### config.mk
export PLATFORM = sky130hd
export DESIGN_NAME = triangle_scanline_fill_top
export DESIGN_NICKNAME = d
export VERILOG_FILES = /design/src/tsf_pkg.sv /design/src/tsf_div.sv /design/src/tsf_datapath.sv /design/src/tsf_ctrl.sv /design/src/triangle_scanline_fill_top.sv
export VERILOG_INCLUDE_DIRS = /design/src /design/src/src
export SDC_FILE = /design/constraint.sdc
export NUM_CORES = 1
export LEC_CHECK = 0
export BUFFER_PORTS_ARGS = -buffer_cell sky130_fd_sc_hd__buf_2
export CORE_MARGIN = 10
export CORE_UTILIZATION = 50
export DETAILED_ROUTE_END_ITERATION = 7
export PLACE_DENSITY = 0.67
export SETUP_SLACK_MARGIN = 0.4
export SLEW_MARGIN = 20
export SYNTH_ARGS = -nofsm -noshare
export SYNTH_HDL_FRONTEND = slang
export SYNTH_SLANG_ARGS = --single-unit
### constraint.sdc
create_clock -name clk -period 9 [get_ports clk]
set_input_delay 1.35 -clock clk [delete_from_list [all_inputs] [get_ports clk]]
set_output_delay 1.35 -clock clk [all_outputs]
set_load 0.01 [all_outputs]
### src/triangle_scanline_fill_top_defines.svh
// Assertion macros shared by the block's modules.
`ifndef TRIANGLE_SCANLINE_FILL_TOP_DEFINES_SVH
`define TRIANGLE_SCANLINE_FILL_TOP_DEFINES_SVH

// Asserts that a condition implies a consequence in the same cycle.
`define TSF_ASSERT_IMP(label, clk, rst_n, ante, cons, msg) \
    label: assert property (@(posedge clk) disable iff (!rst_n) (ante) |-> (cons)) \
        else $error(msg);

// Asserts that a condition implies a consequence in the next cycle.
`define TSF_ASSERT_NEXT(label, clk, rst_n, ante, cons, msg) \
    label: assert property (@(posedge clk) disable iff (!rst_n) (ante) |=> (cons)) \
        else $error(msg);

`endif

### src/tsf_pkg.sv
package tsf_pkg;

    localparam int SCREEN_W = 128;
    localparam int SCREEN_H = 64;
    localparam int XW = 7;
    localparam int YW = 6;
    localparam int OW = 8;
    localparam int QW = 14;
    localparam int DIV_STEPS = QW;
    localparam logic [1:0] MAIN_BUF_COLOR = 2'd3;

    typedef enum logic [2:0] {
        ST_IDLE,
        ST_SORT,
        ST_SIDE,
        ST_DIV_L,
        ST_DIV_R,
        ST_EMIT
    } state_t;

    // Controller commands to the datapath.
    typedef struct packed {
        logic load;
        logic sort;
        logic side;
        logic div_start;
        logic div_right;
        logic emit;
        logic next_row;
    } cmd_t;

    // Datapath status to the controller.
    typedef struct packed {
        logic div_busy;
        logic div_done;
        logic last_row;
        logic out_full;
    } stat_t;

endpackage

### src/tsf_div.sv
`include "triangle_scanline_fill_top_defines.svh"

// Restoring divider of an unsigned 14-bit dividend by a 6-bit divisor,
// one quotient bit per cycle.
module tsf_div
(
    input  logic                      clk,
    input  logic                      rst_n,
    input  logic                      start,
    input  logic [tsf_pkg::QW-1:0]    dividend,
    input  logic [tsf_pkg::YW-1:0]    divisor,
    output logic                      busy,
    output logic                      done,
    output logic [tsf_pkg::QW-1:0]    quotient,
    output logic [tsf_pkg::YW-1:0]    remainder
);
    import tsf_pkg::*;

    logic [QW-1:0] q_reg, q_next;
    logic [YW-1:0] r_reg, r_next;
    logic [YW-1:0] d_reg, d_next;
    logic [3:0]    cnt_reg, cnt_next;
    logic          busy_reg, busy_next;
    logic          done_reg, done_next;
    logic [YW:0]   trial;

    // Load on start, else one shift and subtract step while busy.
    always_comb
    begin
        q_next = q_reg;
        r_next = r_reg;
        d_next = d_reg;
        cnt_next = cnt_reg;
        busy_next = busy_reg;
        done_next = 1'b0;
        trial = {r_reg, q_reg[QW-1]};
        if (start)
        begin
            q_next = dividend;
            r_next = '0;
            d_next = divisor;
            cnt_next = 4'(DIV_STEPS);
            busy_next = 1'b1;
        end
        else if (busy_reg)
        begin
            if (trial >= {1'b0, d_reg})
            begin
                r_next = YW'(trial - {1'b0, d_reg});
                q_next = {q_reg[QW-2:0], 1'b1};
            end
            else
            begin
                r_next = trial[YW-1:0];
                q_next = {q_reg[QW-2:0], 1'b0};
            end
            cnt_next = cnt_reg - 4'd1;
            if (cnt_reg == 4'd1)
            begin
                busy_next = 1'b0;
                done_next = 1'b1;
            end
        end
    end

    always_ff @(posedge clk or negedge rst_n)
    begin
        if (!rst_n)
        begin
            busy_reg <= 1'b0;
            done_reg <= 1'b0;
            cnt_reg <= '0;
        end
        else
        begin
            busy_reg <= busy_next;
            done_reg <= done_next;
            cnt_reg <= cnt_next;
        end
    end

    always_ff @(posedge clk)
    begin
        q_reg <= q_next;
        r_reg <= r_next;
        d_reg <= d_next;
    end

    assign busy = busy_reg;
    assign done = done_reg;
    assign quotient = q_reg;
    assign remainder = r_reg;

    `TSF_ASSERT_IMP(a_done_not_busy, clk, rst_n, done_reg, !busy_reg, "done while busy")
    `TSF_ASSERT_NEXT(a_start_busy, clk, rst_n, start, busy_reg, "start did not set busy")
    `TSF_ASSERT_IMP(a_cnt_busy, clk, rst_n, busy_reg, cnt_reg != 4'd0, "busy with zero count")

endmodule

### src/tsf_datapath.sv
`include "triangle_scanline_fill_top_defines.svh"

// Vertex registers, side decision, edge interpolation and output register.
module tsf_datapath
(
    input  logic                  clk,
    input  logic                  rst_n,
    input  tsf_pkg::cmd_t         cmd,
    output tsf_pkg::stat_t        stat,
    input  logic [40:0]           in_tdata,
    output logic                  m_tvalid,
    input  logic                  m_tready,
    output logic [23:0]           m_tdata,
    output logic                  m_tuser,
    output logic                  m_tlast
);
    import tsf_pkg::*;

    logic [XW-1:0] x0_reg, x1_reg, x2_reg, x0_next, x1_next, x2_next;
    logic [YW-1:0] y0_reg, y1_reg, y2_reg, y0_next, y1_next, y2_next;
    logic [1:0]    col_reg;
    logic          left_reg;
    logic [YW-1:0] row_reg;
    logic [OW-1:0] s_reg;
    logic          ov_reg;
    logic [23:0]   od_reg;
    logic          og_reg;
    logic          ol_reg;

    logic [XW-1:0] ax_e, bx_e;
    logic [YW-1:0] ay_e, by_e;
    logic [YW-1:0] dy_e, n_e;
    logic signed [XW:0] dx_e;
    logic [QW-1:0] mag_e;
    logic          neg_e, endp_b, endp_a;
    logic [QW-1:0] quo;
    logic [YW-1:0] rem;
    logic          dbusy, ddone;
    logic signed [QW+1:0] qs;
    logic signed [QW+1:0] xv;
    logic [OW-1:0] xc, e_fin;
    logic signed [XW+YW+1:0] c1, c2;

    // Vertex load, or bubble sort of three vertices, stable on equal y.
    always_comb
    begin
        logic [XW-1:0] tx;
        logic [YW-1:0] ty;
        tx = '0;
        ty = '0;
        x0_next = x0_reg; y0_next = y0_reg;
        x1_next = x1_reg; y1_next = y1_reg;
        x2_next = x2_reg; y2_next = y2_reg;
        if (cmd.load)
        begin
            x0_next = in_tdata[6:0];   y0_next = in_tdata[12:7];
            x1_next = in_tdata[19:13]; y1_next = in_tdata[25:20];
            x2_next = in_tdata[32:26]; y2_next = in_tdata[38:33];
        end
        else if (cmd.sort)
        begin
            if (y0_next > y1_next)
            begin
                tx = x0_next; ty = y0_next;
                x0_next = x1_next; y0_next = y1_next; x1_next = tx; y1_next = ty;
            end
            if (y1_next > y2_next)
            begin
                tx = x1_next; ty = y1_next;
                x1_next = x2_next; y1_next = y2_next; x2_next = tx; y2_next = ty;
            end
            if (y0_next > y1_next)
            begin
                tx = x0_next; ty = y0_next;
                x0_next = x1_next; y0_next = y1_next; x1_next = tx; y1_next = ty;
            end
        end
    end

    // Cross-multiplied slope products.
    assign c1 = (XW+YW+2)'($signed({1'b0, x1_reg}) - $signed({1'b0, x0_reg}))
              * $signed({1'b0, y2_reg - y0_reg});
    assign c2 = (XW+YW+2)'($signed({1'b0, x2_reg}) - $signed({1'b0, x0_reg}))
              * $signed({1'b0, y1_reg - y0_reg});

    // Edge endpoints for the current row and side.
    always_comb
    begin
        logic use_long;
        use_long = (cmd.div_right != left_reg);
        if (use_long)
        begin
            ax_e = x0_reg; ay_e = y0_reg; bx_e = x2_reg; by_e = y2_reg;
        end
        else if (row_reg < y1_reg)
        begin
            ax_e = x0_reg; ay_e = y0_reg; bx_e = x1_reg; by_e = y1_reg;
        end
        else
        begin
            ax_e = x1_reg; ay_e = y1_reg; bx_e = x2_reg; by_e = y2_reg;
        end
        dy_e = by_e - ay_e;
        n_e = row_reg - ay_e;
        dx_e = $signed({1'b0, bx_e}) - $signed({1'b0, ax_e});
        endp_b = (by_e <= ay_e) || (row_reg >= by_e);
        endp_a = (row_reg <= ay_e);
        neg_e = dx_e[XW];
        mag_e = QW'(neg_e ? -dx_e : dx_e) * QW'(n_e);
    end

    tsf_div u_div
    (
        .clk       (clk),
        .rst_n     (rst_n),
        .start     (cmd.div_start),
        .dividend  (mag_e),
        .divisor   (endp_b || endp_a ? YW'(1) : dy_e),
        .busy      (dbusy),
        .done      (ddone),
        .quotient  (quo),
        .remainder (rem)
    );

    // Floor of the signed quotient, added to the start x, clipped.
    always_comb
    begin
        qs = '0;
        if (endp_b)
            xv = (QW+2)'(bx_e);
        else if (endp_a)
            xv = (QW+2)'(ax_e);
        else
        begin
            qs = neg_e ? -$signed({2'b00, quo}) - $signed((QW+2)'(rem != '0))
                       : $signed({2'b00, quo});
            xv = $signed((QW+2)'(ax_e)) + qs;
        end
        if (xv < 0)
            xc = '0;
        else if (xv > SCREEN_W)
            xc = OW'(SCREEN_W);
        else
            xc = xv[OW-1:0];
        e_fin = (xc < s_reg || (YW+1)'(row_reg) >= (YW+1)'(SCREEN_H)) ? s_reg : xc;
    end

    always_ff @(posedge clk)
    begin
        x0_reg <= x0_next; y0_reg <= y0_next;
        x1_reg <= x1_next; y1_reg <= y1_next;
        x2_reg <= x2_next; y2_reg <= y2_next;
        if (cmd.load)
            col_reg <= in_tdata[40:39];
        if (cmd.side)
        begin
            if (y1_reg != y0_reg && y2_reg != y0_reg)
                left_reg <= c1 > c2;
            else if (y2_reg != y0_reg)
                left_reg <= x2_reg < x0_reg;
            else
                left_reg <= 1'b0;
            row_reg <= y0_reg;
        end
        else if (cmd.next_row)
            row_reg <= row_reg + YW'(1);
        if (ddone && !cmd.div_right)
            s_reg <= xc;
        if (cmd.emit)
        begin
            od_reg <= {col_reg, e_fin, s_reg, row_reg};
            og_reg <= (col_reg != MAIN_BUF_COLOR);
            ol_reg <= (row_reg == y2_reg);
        end
    end

    // Output valid flag.
    always_ff @(posedge clk or negedge rst_n)
    begin
        if (!rst_n)
            ov_reg <= 1'b0;
        else if (cmd.emit)
            ov_reg <= 1'b1;
        else if (m_tready)
            ov_reg <= 1'b0;
    end

    assign m_tvalid = ov_reg;
    assign m_tdata = od_reg;
    assign m_tuser = og_reg;
    assign m_tlast = ol_reg;
    assign stat.div_busy = dbusy;
    assign stat.div_done = ddone;
    assign stat.last_row = (row_reg == y2_reg);
    assign stat.out_full = ov_reg && !m_tready;

    `TSF_ASSERT_NEXT(a_emit_valid, clk, rst_n, cmd.emit, ov_reg, "emit lost")
    `TSF_ASSERT_IMP(a_emit_free, clk, rst_n, cmd.emit, !(ov_reg && !m_tready), "overwrite")
    `TSF_ASSERT_IMP(a_row_range, clk, rst_n, ov_reg, od_reg[21:14] >= od_reg[13:6], "end < start")

endmodule

### src/tsf_ctrl.sv
`include "triangle_scanline_fill_top_defines.svh"

// Sequencer: sort, side decision, two divisions and one emit per row.
module tsf_ctrl
(
    input  logic            clk,
    input  logic            rst_n,
    input  logic            s_tvalid,
    output logic            s_tready,
    output tsf_pkg::cmd_t   cmd,
    input  tsf_pkg::stat_t  stat
);
    import tsf_pkg::*;

    state_t state_reg, state_next;

    // Next state.
    always_comb
    begin
        state_next = state_reg;
        unique case (state_reg)
            ST_IDLE:  if (s_tvalid) state_next = ST_SORT;
            ST_SORT:  state_next = ST_SIDE;
            ST_SIDE:  state_next = ST_DIV_L;
            ST_DIV_L: if (stat.div_done) state_next = ST_DIV_R;
            ST_DIV_R: if (stat.div_done) state_next = ST_EMIT;
            ST_EMIT:
                if (!stat.out_full)
                    state_next = stat.last_row ? ST_IDLE : ST_DIV_L;
            default:  state_next = ST_IDLE;
        endcase
    end

    // Command outputs.
    always_comb
    begin
        cmd = '0;
        s_tready = 1'b0;
        unique case (state_reg)
            ST_IDLE:
            begin
                s_tready = 1'b1;
                cmd.load = s_tvalid;
            end
            ST_SORT:  cmd.sort = 1'b1;
            ST_SIDE:  cmd.side = 1'b1;
            ST_DIV_L:
                cmd.div_start = !stat.div_busy && !stat.div_done;
            ST_DIV_R:
            begin
                cmd.div_right = 1'b1;
                cmd.div_start = !stat.div_busy && !stat.div_done;
            end
            ST_EMIT:
            begin
                cmd.div_right = 1'b1;
                cmd.emit = !stat.out_full;
                cmd.next_row = !stat.out_full && !stat.last_row;
            end
            default: ;
        endcase
    end

    always_ff @(posedge clk or negedge rst_n)
    begin
        if (!rst_n)
            state_reg <= ST_IDLE;
        else
            state_reg <= state_next;
    end

    `TSF_ASSERT_IMP(a_ready_idle, clk, rst_n, s_tready, state_reg == ST_IDLE, "ready busy")
    `TSF_ASSERT_IMP(a_emit_state, clk, rst_n, cmd.emit, state_reg == ST_EMIT, "stray emit")
    `TSF_ASSERT_NEXT(a_load_sort, clk, rst_n, cmd.load, state_reg == ST_SORT, "no sort")

endmodule

### src/triangle_scanline_fill_top.sv
// Scanline triangle fill. Each accepted triangle yields one span per row from its top
// vertex to its bottom vertex; tlast marks the bottom row and tuser selects the gray
// buffer. A row takes two passes of one shared 14-step divider, one per edge, and one
// emit, which waits while the output stalls. A triangle is accepted, sorted and given
// its side decision before its rows, up to 64 of them, and the next triangle is taken
// only after the last span has been registered for output.
module triangle_scanline_fill_top
(
    input  logic        clk,
    input  logic        rst_n,
    input  logic        s_tvalid,
    output logic        s_tready,
    // ax, ay, bx, by_, cx, cy, fill_color, zero padding
    input  logic [47:0] s_tdata,
    output logic        m_tvalid,
    input  logic        m_tready,
    // row, span_start, span_end, span_color
    output logic [23:0] m_tdata,
    // gray_target
    output logic        m_tuser,
    output logic        m_tlast
);
    import tsf_pkg::*;

    cmd_t  cmd;
    stat_t stat;

    tsf_ctrl u_ctrl
    (
        .clk      (clk),
        .rst_n    (rst_n),
        .s_tvalid (s_tvalid),
        .s_tready (s_tready),
        .cmd      (cmd),
        .stat     (stat)
    );

    tsf_datapath u_dp
    (
        .clk      (clk),
        .rst_n    (rst_n),
        .cmd      (cmd),
        .stat     (stat),
        .in_tdata (s_tdata[40:0]),
        .m_tvalid (m_tvalid),
        .m_tready (m_tready),
        .m_tdata  (m_tdata),
        .m_tuser  (m_tuser),
        .m_tlast  (m_tlast)
    );

endmodule

==> results of run 1 <==
## area by class of cell
type / instances / area share
Antenna cell: 3 / 0.000426
Clock buffer: 17 / 0.0241
Clock inverter: 15 / 0.0108
Inverter: 273 / 0.0581
Multi-Input combinational cell: 1405 / 0.650
Sequential cell: 118 / 0.195
Tap cell: 402 / 0.0285
Timing Repair Buffer: 97 / 0.0329
## logic make-up after synthesis
group | after synthesis | share of synthesized area
other | 2 | 0.000472
XOR/XNOR | 123 | 0.0688
AND/OR/NAND/NOR | 486 | 0.139
adder cells (fa/ha/maj) | 312 | 0.300
AO/OA/AOI/OAI | 409 | 0.160
buffers and inverters | 314 | 0.0755
multiplexers | 60 | 0.0409
flip-flops | 118 | 0.216
## routing by layer
| metal | GRT usage | up-vias |
|---|---|---|
| li1 | - | 6335 |
| met1 | 0.270 | 6276 |
| met2 | 0.327 | 276 |
| met3 | 0.0379 | 43 |
| met4 | 0.0449 | 6 |
| met5 | 0 | - |
## layout by cell type (no fill, tap or decap), drive strengths merged, types with 27 or more instances in the layout
cell type	n
inv	278
nand2b	34
mux2i	40
nand2	176
xnor2	79
a21o	48
nor2b	35
edfxtp	102
o21ai	120
a21oi	133
nand3	27
nor2	144
buf	97
ha	195
xor2	44
fa	116
## critical path, delay by kind of cell, from the launching register on
| kind | cells | cell delay [ns] |
|---|---|---|
| buffers and inverters | 3 | 0.38 |
| flip-flops | 1 | 0.55 |
| AND/OR/NAND/NOR | 7 | 1.23 |
| multiplexers | 3 | 0.93 |
| adder cells (fa/ha/maj) | 4 | 1.32 |
| AO/OA/AOI/OAI | 16 | 3.36 |
## Yosys cell counts (34+ instances only)
cell and number:
inv_1 272, ha_1 195, nand2_1 176, nor2_1 144, a21oi_1 131, fa_1 116
o21ai_0 115, edfxtp_1 102, xnor2_1 79, a21o_1 48, xor2_1 43, mux2i_1 40
clkbuf_1 36, nor2b_1 35, nand2b_1 34
## through the flow
step	utilization	hold slack, ns	setup WS (ns)	std cells	instance area, sq um
after global placement	0.534	0.428	0.477	2285	16800
after global routing	0.560	0.465	0.411	2329	17600
after CTS	0.554	0.455	0.491	2317	17400
final	0.560	0.454	0.963	2330	17600
after detailed placement	0.535	0.441	0.342	2285	16800
after floorplan	-	0.426	0.748	1837	16000
## how the worst max path moves through the flow
stage | endpoint | slack, ns | cells after the start
2_1_floorplan | u_dp.m_tdata[15] | 0.75 | 35
3_3_place_gp | u_dp.m_tdata[21] | 0.48 | 30
3_5_place_dp | u_dp.m_tdata[18] | 0.34 | 30
4_1_cts | u_dp.m_tdata[16] | 0.49 | 29
5_1_grt | u_dp.m_tdata[18] | 0.41 | 33
6_report | u_dp.m_tdata[16] | 0.96 | 33
## repair_timing
item	in CTS	in global routing
pin swaps	0	4
endpoints found under the setup margin	7	11
hold endpoints to repair	0	0
cloned	0	0
setup buffers	0	9
resized for setup	1	13
==> out/summary.json, run 1 <==
{
  "run_status": "complete, no violations",
  "max-cap-violations": 0,
  "maxSlewViolCount": 0,
  "synth.cell_area_sq_um": 15900,
  "later_pin_clock_latency_in_the_skew_report_ns": 0.43,
  "final-setup-viol-count": 0,
  "cts-buffers-inserted": 17,
  "cts.hold.buffers_added": 0,
  "worst_r2r_endpoint": "u_dp.m_tdata[16]",
  "synth-warning-count": 0,
  "cp_slowest_cell": "edfxtp_1",
  "layout-area-overhead-vs-synth_pct": 10.7,
  "die_w_um": 198,
  "seq_cell_area_sq_um": 3430,
  "worstPathRequired_ns": 9.17,
  "report.final.hold_viol_count": 0,
  "number_of_fill_cells_in_the_layout": 2858,
  "max-slew-margin-rel": 0.314,
  "detail_route.first_pass.iterations": 5,
  "largest_register_ffs": 24,
  "synth_ff_type": "edfxtp_1",
  "met2WireLength_mm": 17.9,
  "global_route.overflow_total": 0,
  "async_reset_ff_frac": 0.0847,
  "avgViaCountPerCell": 5.55,
  "io-pin-count": 80,
  "tightest_slew_ns": 1.03,
  "drt_wl_total_mm": 38.8,
  "gp_congestion": 0.890,
  "hold_path.class": "flip-flop to flip-flop",
  "hpwl_mm": 31.5,
  "worstPathArrival_ns": 8.21,
  "synth-edff-count": 102,
  "multiInputGateArea_sq_um": 11500,
  "crit_top_cell": "ha_1",
  "core-area_sq_um": 31500,
  "crit_path_start_kind": "flip-flop",
  "ys_ff_latch": 118,
  "grt_max_degree": 55,
  "setup_slack_on_the_worst_flop_to_flop_path_ns": 0.96,
  "end_kind": "flip-flop",
  "drt_iter0_markers": 869,
  "worst_r2r_path_depth": 33,
  "wire_per_inst_um": 16.7,
  "portion_of_synthesized_cell_area_occupied_by_the_leading_cell_type": 0.192,
  "rr_startpoint": "u_dp.row_reg[2]",
  "drc_violations_left": 0,
  "ys_seq_area_frac": 0.216,
  "clock_tree.buffer_depth": 2,
  "wl_met1_mm": 18.0,
  "portBuffers": 72,
  "hold_depth": 0,
  "maxUsedRoutingLayer": "met5",
  "die_height_um": 198,
  "critical_path_peak_fanout": 10,
  "cp_slowest_stage_delay_ns": 0.55,
  "criticalPathCategory": "flip-flop to flip-flop",
  "grt_pass1_vias": 13000,
  "grt_setup_unrepaired": "no",
  "totalNegativeSetupSlack_ns": 0,
  "worst_hold_startpoint": "u_dp.col_reg[0]",
  "fin_crit_sh": 0.893,
  "yosys.area.top_type": "edfxtp_1",
  "timing.fmax_mhz": 124,
  "synth_top_cells_by_area": "edfxtp_1, ha_1, fa_1, inv_1, xnor2_1",
  "post_synth_inst_count": 1824,
  "layout-drive-gt1-share": 0.0951,
  "detailroute.wirelength.met3_mm": 2.36,
  "clk_pin_slew_worst_paths_ns": 0.06,
  "vias": 12900,
  "initial_utilization": 0.506,
  "grt_first_pass_wirelength_mm": 64.3,
  "cts_tree": "built",
  "cts.htree.levels": 4,
  "core.rowCount": 65,
  "syn-mean-instance-area_sq_um": 8.73,
  "final.min_clock_period_ns": 8.04,
  "groute.usage.overall": 0.200,
  "clock_tree.root_cell": "clkbuf_16",
  "post_synth_num_cell_types": 76,
  "worst_clock_skew_ns": 0.0129,
  "fin_nets": 2275,
  "dieArea_sq_um": 39400,
  "route.antenna.remaining_nets": 0,
  "initial_antenna_violation_count": 7,
  "whs_endpoint": "u_dp.m_tdata[22]",
  "launching_instance_or_port_of_the_critical_path": "u_dp.row_reg[2]",
  "number_of_clock_sinks_seen_by_cts": 118
}
Power of run 1 is left out: the tool's default activity adds up to more than one toggle a clock period on the data nets, which glitch-free logic cannot reach.
==> run 2: changes to the inputs <==
==> constraint.sdc (replaced) <==
create_clock -name clk -period 9.2 [get_ports clk]
set_input_delay 1.38 -clock clk [delete_from_list [all_inputs] [get_ports clk]]
set_output_delay 1.38 -clock clk [all_outputs]
set_load 0.01 [all_outputs]
==> run 2 against run 1 <==
Via count fell by 0.27%. Utilization down 0.25 points. Flip-flop and latch count unchanged. Global-route usage increased by 0.17 points. Fmax down 3.4%. Design area decreased by 0.45%. Wire length barely moved. Register-to-register slack worse by 0.08 ns. Count of clock-buffer cells in the layout unchanged. Critical endpoint is now u_dp.m_tdata[18].
==> out/summary.json, run 2 (synthesized netlist as in run 1, its figures left out) <==
{
  "final-setup-viol-count": {"value": 0, "change": "unchanged"},
  "grt_setup_unrepaired": "no",
  "crit_path_start_kind": "flip-flop",
  "totalNegativeSetupSlack": {"value": 0, "unit": "ns", "change": "unchanged"},
  "most_frequent_standard_cell_in_the_layout_excluding_fill_and_tap_cells": "inv_1",
  "seq_cell_area": {"value": 3430, "unit": "sq um", "change": "about the same"},
  "drt_iter0_markers": {"value": 842, "change": "-3.1%"},
  "largest_register_ffs": {"value": 24, "change": "unchanged"},
  "rr_startpoint": "u_dp.row_reg[5]",
  "number_of_clock_sinks_seen_by_cts": {"value": 118, "change": "unchanged"},
  "groute.usage.overall": {"value": 0.202, "change": "+0.00167"},
  "vias": {"value": 12900, "change": "-0.27%"},
  "io-pin-count": {"value": 80, "change": "unchanged"},
  "cts-buffers-inserted": {"value": 17, "change": "unchanged"},
  "global_route.overflow_total": {"value": 0, "change": "unchanged"},
  "timing.fmax": {"value": 120, "unit": "MHz", "change": "-3.4%"},
  "worst_r2r_endpoint": "u_dp.m_tdata[18]",
  "hpwl": {"value": 31.5, "unit": "mm", "change": "+0.21%"},
  "report.final.hold_viol_count": {"value": 0, "change": "unchanged"},
  "grt_pass1_vias": {"value": 12800, "change": "-1.5%"},
  "fin_crit_sh": {"value": 0.904, "change": "+0.0109"},
  "core-area": {"value": 31500, "unit": "sq um", "change": "unchanged"},
  "route.antenna.remaining_nets": {"value": 0, "change": "unchanged"},
  "clock_tree.root_cell": "clkbuf_16",
  "tightest_slew": {"value": 0.992, "unit": "ns", "change": "-0.0327 ns"},
  "criticalPathCategory": "flip-flop to flip-flop",
  "maxSlewViolCount": {"value": 0, "change": "unchanged"},
  "core.rowCount": {"value": 65, "change": "unchanged"},
  "cp_slowest_stage_delay": {"value": 0.56, "unit": "ns", "change": "about the same"},
  "cp_slowest_cell": "edfxtp_1",
  "crit_top_cell": "a21o_1",
  "initial_utilization": {"value": 0.506, "change": "unchanged"},
  "drt_wl_total": {"value": 38.8, "unit": "mm", "change": "about the same"},
  "clk_pin_slew_worst_paths": {"value": 0.06, "unit": "ns", "change": "about the same"},
  "portBuffers": {"value": 72, "change": "unchanged"},
  "layout-drive-gt1-share": {"value": 0.0911, "change": "-0.00397"},
  "worst_clock_skew": {"value": 0.00837, "unit": "ns", "change": "-0.00458 ns"},
  "dieArea": {"value": 39400, "unit": "sq um", "change": "unchanged"},
  "avgViaCountPerCell": {"value": 5.55, "change": "about the same"},
  "layout-area-overhead-vs-synth_pct": 10.2,
  "detail_route.first_pass.iterations": {"value": 6, "change": "+1"},
  "run_status": "complete, no violations",
  "max-cap-violations": {"value": 0, "change": "unchanged"},
  "die_height": {"value": 198, "unit": "um", "change": "unchanged"},
  "grt_first_pass_wirelength": {"value": 64.8, "unit": "mm", "change": "+0.77%"},
  "end_kind": "flip-flop",
  "fin_nets": {"value": 2271, "change": "-0.18%"},
  "later_pin_clock_latency_in_the_skew_report": {"value": 0.43, "unit": "ns", "change": "about the same"},
  "setup_slack_on_the_worst_flop_to_flop_path": {"value": 0.88, "unit": "ns", "change": "-0.08 ns"},
  "layout.cells.most_common_list": "inv_1, ha_1, nand2_1",
  "worstPathRequired": {"value": 9.38, "unit": "ns", "change": "+0.21 ns"},
  "final.min_clock_period": {"value": 8.32, "unit": "ns", "change": "+0.279 ns"},
  "max-slew-margin-rel": {"value": 0.336, "change": "+0.0219"},
  "clock_tree.buffer_depth": {"value": 2, "change": "unchanged"},
  "gp_congestion": {"value": 0.894, "change": "+0.45%"},
  "number_of_fill_cells_in_the_layout": {"value": 2859, "change": "+0.035%"},
  "initial_antenna_violation_count": {"value": 3, "change": "-4"},
  "critPathCapture": "u_dp.m_tdata[18]",
  "cts_tree": "built",
  "worst_r2r_path_depth": {"value": 34, "change": "+3.0%"},
  "worst_path_dominant_cell_family": "compound AO/OA/AOI/OAI gates",
  "drc_violations_left": {"value": 0, "change": "unchanged"},
  "grt_max_degree": {"value": 55, "change": "unchanged"},
  "multiInputGateArea": {"value": 11400, "unit": "sq um", "change": "-0.25%"},
  "worstSetupPathDepth": {"value": 34, "change": "+3.0%"},
  "hold_path.class": "flip-flop to flip-flop",
  "worstPathArrival": {"value": 8.49, "unit": "ns", "change": "+0.28 ns"},
  "die_w": {"value": 198, "unit": "um", "change": "unchanged"},
  "cts.htree.levels": {"value": 4, "change": "unchanged"},
  "wire_per_inst": {"value": 16.7, "unit": "um", "change": "+0.19%"},
  "launching_instance_or_port_of_the_critical_path": "u_dp.row_reg[5]",
  "critical_path_peak_fanout": {"value": 10, "change": "unchanged"},
  "critical_path_buf_inv_count": {"value": 3, "change": "unchanged"}
}
==> run 2: cell types whose count changed in the layout (fill, tap and decap cells not counted), moves of 2 or more <==
cell | before | now
buf_4 | 23 | 19
a21oi_2 | 3 | 1
clkinv_4 | 3 | 5
xnor2_1 | 76 | 78
xnor2_2 | 3 | 1
==> run 2: worst min path at each step <==
stage	endpoint	start	depth (start not counted)	slack [ns]
6_report	u_dp.m_tdata[23]	u_dp.col_reg[1]	0	0.46
5_1_grt	u_dp.m_tdata[23]	u_dp.col_reg[1]	0	0.47
4_1_cts	u_dp.m_tdata[23]	u_dp.col_reg[1]	0	0.46
3_5_place_dp	u_dp.m_tdata[23]	u_dp.col_reg[1]	0	0.44
3_3_place_gp	u_dp.m_tdata[23]	u_dp.col_reg[1]	0	0.43
2_1_floorplan	u_dp.m_tdata[23]	u_dp.col_reg[1]	0	0.43
==> run 2: per-layer routing <==
metal | track usage | wire length [um]
met5 | 0 | 9
met1 | 0.279 | 18200
met2 | 0.326 | 17900
met3 | 0.0319 | 2140
met4 | 0.0455 | 584
==> run 2: stage by stage <==
stage          worst slack (ns)  instance area, sq um  hold WS [ns]  utilization  std cells
3_5_place_dp              0.413                 16800         0.441        0.534       2284
4_1_cts                   0.609                 17400         0.456        0.554       2316
6_report                  0.884                 17500         0.455        0.558       2325
3_3_place_gp              0.615                 16800         0.428        0.534       2284
2_1_floorplan             0.948                 16000         0.426            -       1837
5_1_grt                   0.373                 17500         0.465        0.557       2324
==> run 2: worst reg2reg max path: cells and delay by family, from the launching register on <==
kind | cells | cell delay [ns]
AND/OR/NAND/NOR | 4 | 0.79
adder cells (fa/ha/maj) | 4 | 1.30
buffers and inverters | 3 | 0.43
AO/OA/AOI/OAI | 20 | 3.96
flip-flops | 1 | 0.56
multiplexers | 3 | 1.04
==> run 2: repair_timing <==
item,CTS,global route
hold buffers,0,0
setup buffers,0,6
pin swaps,0,4
setup endpoints to repair,7,9
resized for setup,1,7
==> run 2: cell type report <==
cell class | count | share of cell area
repair buffers | 93 | 0.0314
diodes | 2 | 0.000285
inverters | 273 | 0.0584
flip-flops and latches | 118 | 0.196
clock inverters | 15 | 0.00970
clock buffers | 17 | 0.0242
multi-input cells | 1405 | 0.652
well taps | 402 | 0.0287
Power of run 2 is left out for the same reason.
==> run 3: changes to the inputs <==
--- a/config.mk
+++ b/config.mk
@@ -15,4 +15,5 @@
 export SLEW_MARGIN = 20
 export SYNTH_ARGS = -nofsm -noshare
 export SYNTH_HDL_FRONTEND = slang
+export SYNTH_HIERARCHICAL = 1
 export SYNTH_SLANG_ARGS = --single-unit
==> run 3 against run 2 <==
Fmax grew 0.22%. Sequential share of layout area decreased by 0.75 points. Setup slack gained 0.018 ns. Critical path depth increased by 3. Flip-flop and latch count did not move. Area after synthesis rose by 3.4%. First-iteration DRC count is 2.5% higher. Register-to-register slack gained 0.02 ns. Wire length up 2.4%. Critical path type unchanged.
==> out/summary.json, run 3 <==
{
  "layout-drive-gt1-share": {"value": 0.133, "change": "+0.0420"},
  "core-area": {"value": 32500, "unit": "sq um", "change": "+3.4%"},
  "crit_top_cell": "ha_1",
  "most_frequent_standard_cell_in_the_layout_excluding_fill_and_tap_cells": "inv_1",
  "synth.cell_area": {"value": 16500, "unit": "sq um", "change": "+3.4%"},
  "syn-mean-instance-area": {"value": 9.08, "unit": "sq um", "change": "+4.0%"},
  "clk_pin_slew_worst_paths": {"value": 0.06, "unit": "ns", "change": "about the same"},
  "synthMostInstantiatedCell": "inv_1",
  "layout-area-overhead-vs-synth_pct": 10.8,
  "grt_first_pass_wirelength": {"value": 65.4, "unit": "mm", "change": "+1.0%"},
  "worstPathArrival": {"value": 8.47, "unit": "ns", "change": "-0.02 ns"},
  "worstPathRequired": {"value": 9.37, "unit": "ns", "change": "about the same"},
  "largest_register_ffs": {"value": 24, "change": "unchanged"},
  "fin_crit_sh": {"value": 0.902, "change": "-0.00196"},
  "dieArea": {"value": 40600, "unit": "sq um", "change": "+3.0%"},
  "grt_util_met2": {"value": 0.307, "change": "-0.0188"},
  "post_synth_inst_count": {"value": 1813, "change": "-0.60%"},
  "max-slew-margin-rel": {"value": 0.277, "change": "-0.0592"},
  "grt_use_met1": {"value": 0.265, "change": "-0.0137"},
  "core.rowCount": {"value": 66, "change": "+1.5%"},
  "grt_pass1_vias": {"value": 13000, "change": "+1.4%"},
  "cp_slowest_stage_delay": {"value": 0.51, "unit": "ns", "change": "-0.05 ns"},
  "post-route-util": {"value": 0.561, "change": "+0.00326"},
  "instances_no_fill": {"value": 2366, "change": "+1.8%"},
  "criticalPathCategory": "flip-flop to flip-flop",
  "drt_wl_total": {"value": 39.7, "unit": "mm", "change": "+2.4%"},
  "max-cap-violations": {"value": 0, "change": "unchanged"},
  "global_route.overflow_total": {"value": 0, "change": "unchanged"},
  "ys_ff_latch": {"value": 118, "change": "unchanged"},
  "synth_top_cells_by_area": "edfxtp_1, ha_1, fa_1, inv_1, xnor2_1",
  "hold_path.class": "flip-flop to flip-flop",
  "totalNegativeSetupSlack": {"value": 0, "unit": "ns", "change": "unchanged"},
  "synth-edff-count": {"value": 102, "change": "unchanged"},
  "grt_busiest_layer": "met2",
  "drc_violations_left": {"value": 0, "change": "unchanged"},
  "synth-warning-count": {"value": 6, "change": "+6"},
  "route.antenna.remaining_nets": {"value": 0, "change": "unchanged"},
  "critical_path_peak_fanout": {"value": 8, "change": "-2"},
  "avgViaCountPerCell": {"value": 5.51, "change": "-0.68%"},
  "cts_tree": "built",
  "wire_per_inst": {"value": 16.8, "unit": "um", "change": "+0.61%"},
  "report.final.hold_viol_count": {"value": 0, "change": "unchanged"},
  "die_height": {"value": 201, "unit": "um", "change": "+1.5%"},
  "timing.fmax": {"value": 121, "unit": "MHz", "change": "+0.22%"},
  "global_route.usage.met3": {"value": 0.0352, "change": "+0.00324"},
  "die_w": {"value": 201, "unit": "um", "change": "+1.5%"},
  "clock_tree.root_cell": "clkbuf_16",
  "grt_setup_unrepaired": "no",
  "drt_iter0_markers": {"value": 863, "change": "+2.5%"},
  "cts.htree.levels": {"value": 4, "change": "unchanged"},
  "post-route-worst-setup-slack": {"value": 0.902, "unit": "ns", "change": "+0.0180 ns"},
  "synth_ff_type": "edfxtp_1",
  "initial_utilization": {"value": 0.506, "change": "about the same"},
  "final.min_clock_period": {"value": 8.30, "unit": "ns", "change": "-0.0180 ns"},
  "ys_seq_area_frac": {"value": 0.209, "change": "-0.00706"},
  "placed_cells_incl_taps": {"value": 2319, "change": "+1.5%"},
  "yosys.area.top_type": "edfxtp_1",
  "post_synth_num_cell_types": {"value": 89, "change": "+17%"},
  "clock_tree.buffer_depth": {"value": 2, "change": "unchanged"},
  "async_reset_ff_frac": {"value": 0.0847, "change": "unchanged"},
  "portion_of_synthesized_cell_area_occupied_by_the_leading_cell_type": {"value": 0.186, "change": "-0.00630"},
  "detail_route.first_pass.iterations": {"value": 5, "change": "-1"},
  "initial_antenna_violation_count": {"value": 1, "change": "-2"},
  "end_kind": "flip-flop",
  "crit_path_start_kind": "flip-flop",
  "final-setup-viol-count": {"value": 0, "change": "unchanged"},
  "tightest_slew": {"value": 1.08, "unit": "ns", "change": "+0.0924 ns"},
  "cts-buffers-inserted": {"value": 17, "change": "unchanged"},
  "maxSlewViolCount": {"value": 0, "change": "unchanged"},
  "layout.cells.most_common_list": "inv_1, ha_1, nand2_1",
  "portBuffers": {"value": 72, "change": "unchanged"},
  "fin_nets": {"value": 2273, "change": "+0.088%"},
  "hpwl": {"value": 32.5, "unit": "mm", "change": "+3.1%"},
  "cp_slowest_cell": "a2111o_1",
  "grt_max_degree": {"value": 57, "change": "+3.6%"},
  "synthTopCellsByCount": "inv_1, ha_1, nand2_1",
  "io-pin-count": {"value": 80, "change": "unchanged"},
  "worst_clock_skew": {"value": 0.00901, "unit": "ns", "change": "+0.000647 ns"},
  "later_pin_clock_latency_in_the_skew_report": {"value": 0.43, "unit": "ns", "change": "about the same"},
  "number_of_clock_sinks_seen_by_cts": {"value": 118, "change": "unchanged"},
  "groute.usage.overall": {"value": 0.195, "change": "-0.00722"},
  "dp_worst_setup_slack": {"value": 0.0724, "unit": "ns", "change": "-0.340 ns"},
  "vias": {"value": 13000, "change": "+1.1%"},
  "gp_congestion": {"value": 0.869, "change": "-2.7%"},
  "run_status": "complete, no violations"
}
## run 3: worst max-delay path: cells and delay by family, from the launching register on
| family | cells | cell delay, ns |
|---|---|---|
| mux | 5 | 1.02 |
| simple gates | 9 | 1.60 |
| fa+ha+maj | 4 | 1.32 |
| buf+inv | 4 | 0.63 |
| flops | 1 | 0.43 |
| compound gates | 15 | 3.03 |
## run 3: area by class of cell
cell class	instances	area, sq um
antenna	1	2.50
clock inverter	15	191
inverter	278	1040
multi-input combinational	1386	11900
sequential	118	3430
fill	2978	14300
tap	442	553
clock buffer	17	425
timing repair buffer	109	651
## run 3: through the flow
step                      hold slack (ns)  cell area [sq um]
final                               0.464              18200
after global routing                0.479              18200
after CTS                           0.469              18100
after detailed placement            0.448              17400
after global placement              0.432              17400
after floorplan                     0.426              16500
## run 3: repair_timing
action,4_1_cts,5_1_grt
hold buffers,0,0
buffers inserted,3,11
setup endpoints to repair,8,10
pin swaps,2,6
resized for setup,1,13
## run 3: per-layer routing
layer / up-vias / share of wire
met1: 6220 / 0.47
met4: 0 / 0.025
met2: 388 / 0.45
met5: - / 0
met3: 65 / 0.061
li1: 6366 / -
## run 3: kinds of logic (layout without fill, tap and decap cells)
| kind of cell | count (synthesis) | in the layout | share of synthesized area |
|---|---|---|---|
| compound gates | 339 | 339 | 0.135 |
| xor+xnor | 122 | 122 | 0.0654 |
| fa+ha+maj | 312 | 312 | 0.289 |
| buf+inv | 322 | 419 | 0.0762 |
| flops | 118 | 118 | 0.209 |
| mux | 132 | 132 | 0.0878 |
| other cells | 2 | 16 | 0.000456 |
| simple gates | 466 | 466 | 0.137 |
## run 3: final timing paths
kind / startpoint / endpoint / slack, ns / depth (start not counted)
min: u_dp/col_reg[0] / u_dp/m_tdata[22] / 0.46 / 0
max: u_dp/y1_reg[5] / u_dp/m_tdata[19] / 0.90 / 37
max in group asynchronous: rst_n / u_ctrl/state_reg[2] / 8.17 / 1
max reg2reg: u_dp/y1_reg[5] / u_dp/m_tdata[19] / 0.90 / 37
min reg2reg: u_dp/col_reg[0] / u_dp/m_tdata[22] / 0.46 / 0
min in group asynchronous: rst_n / u_ctrl/state_reg[1] / 0.81 / 1
Power of run 3 is left out for the same reason.
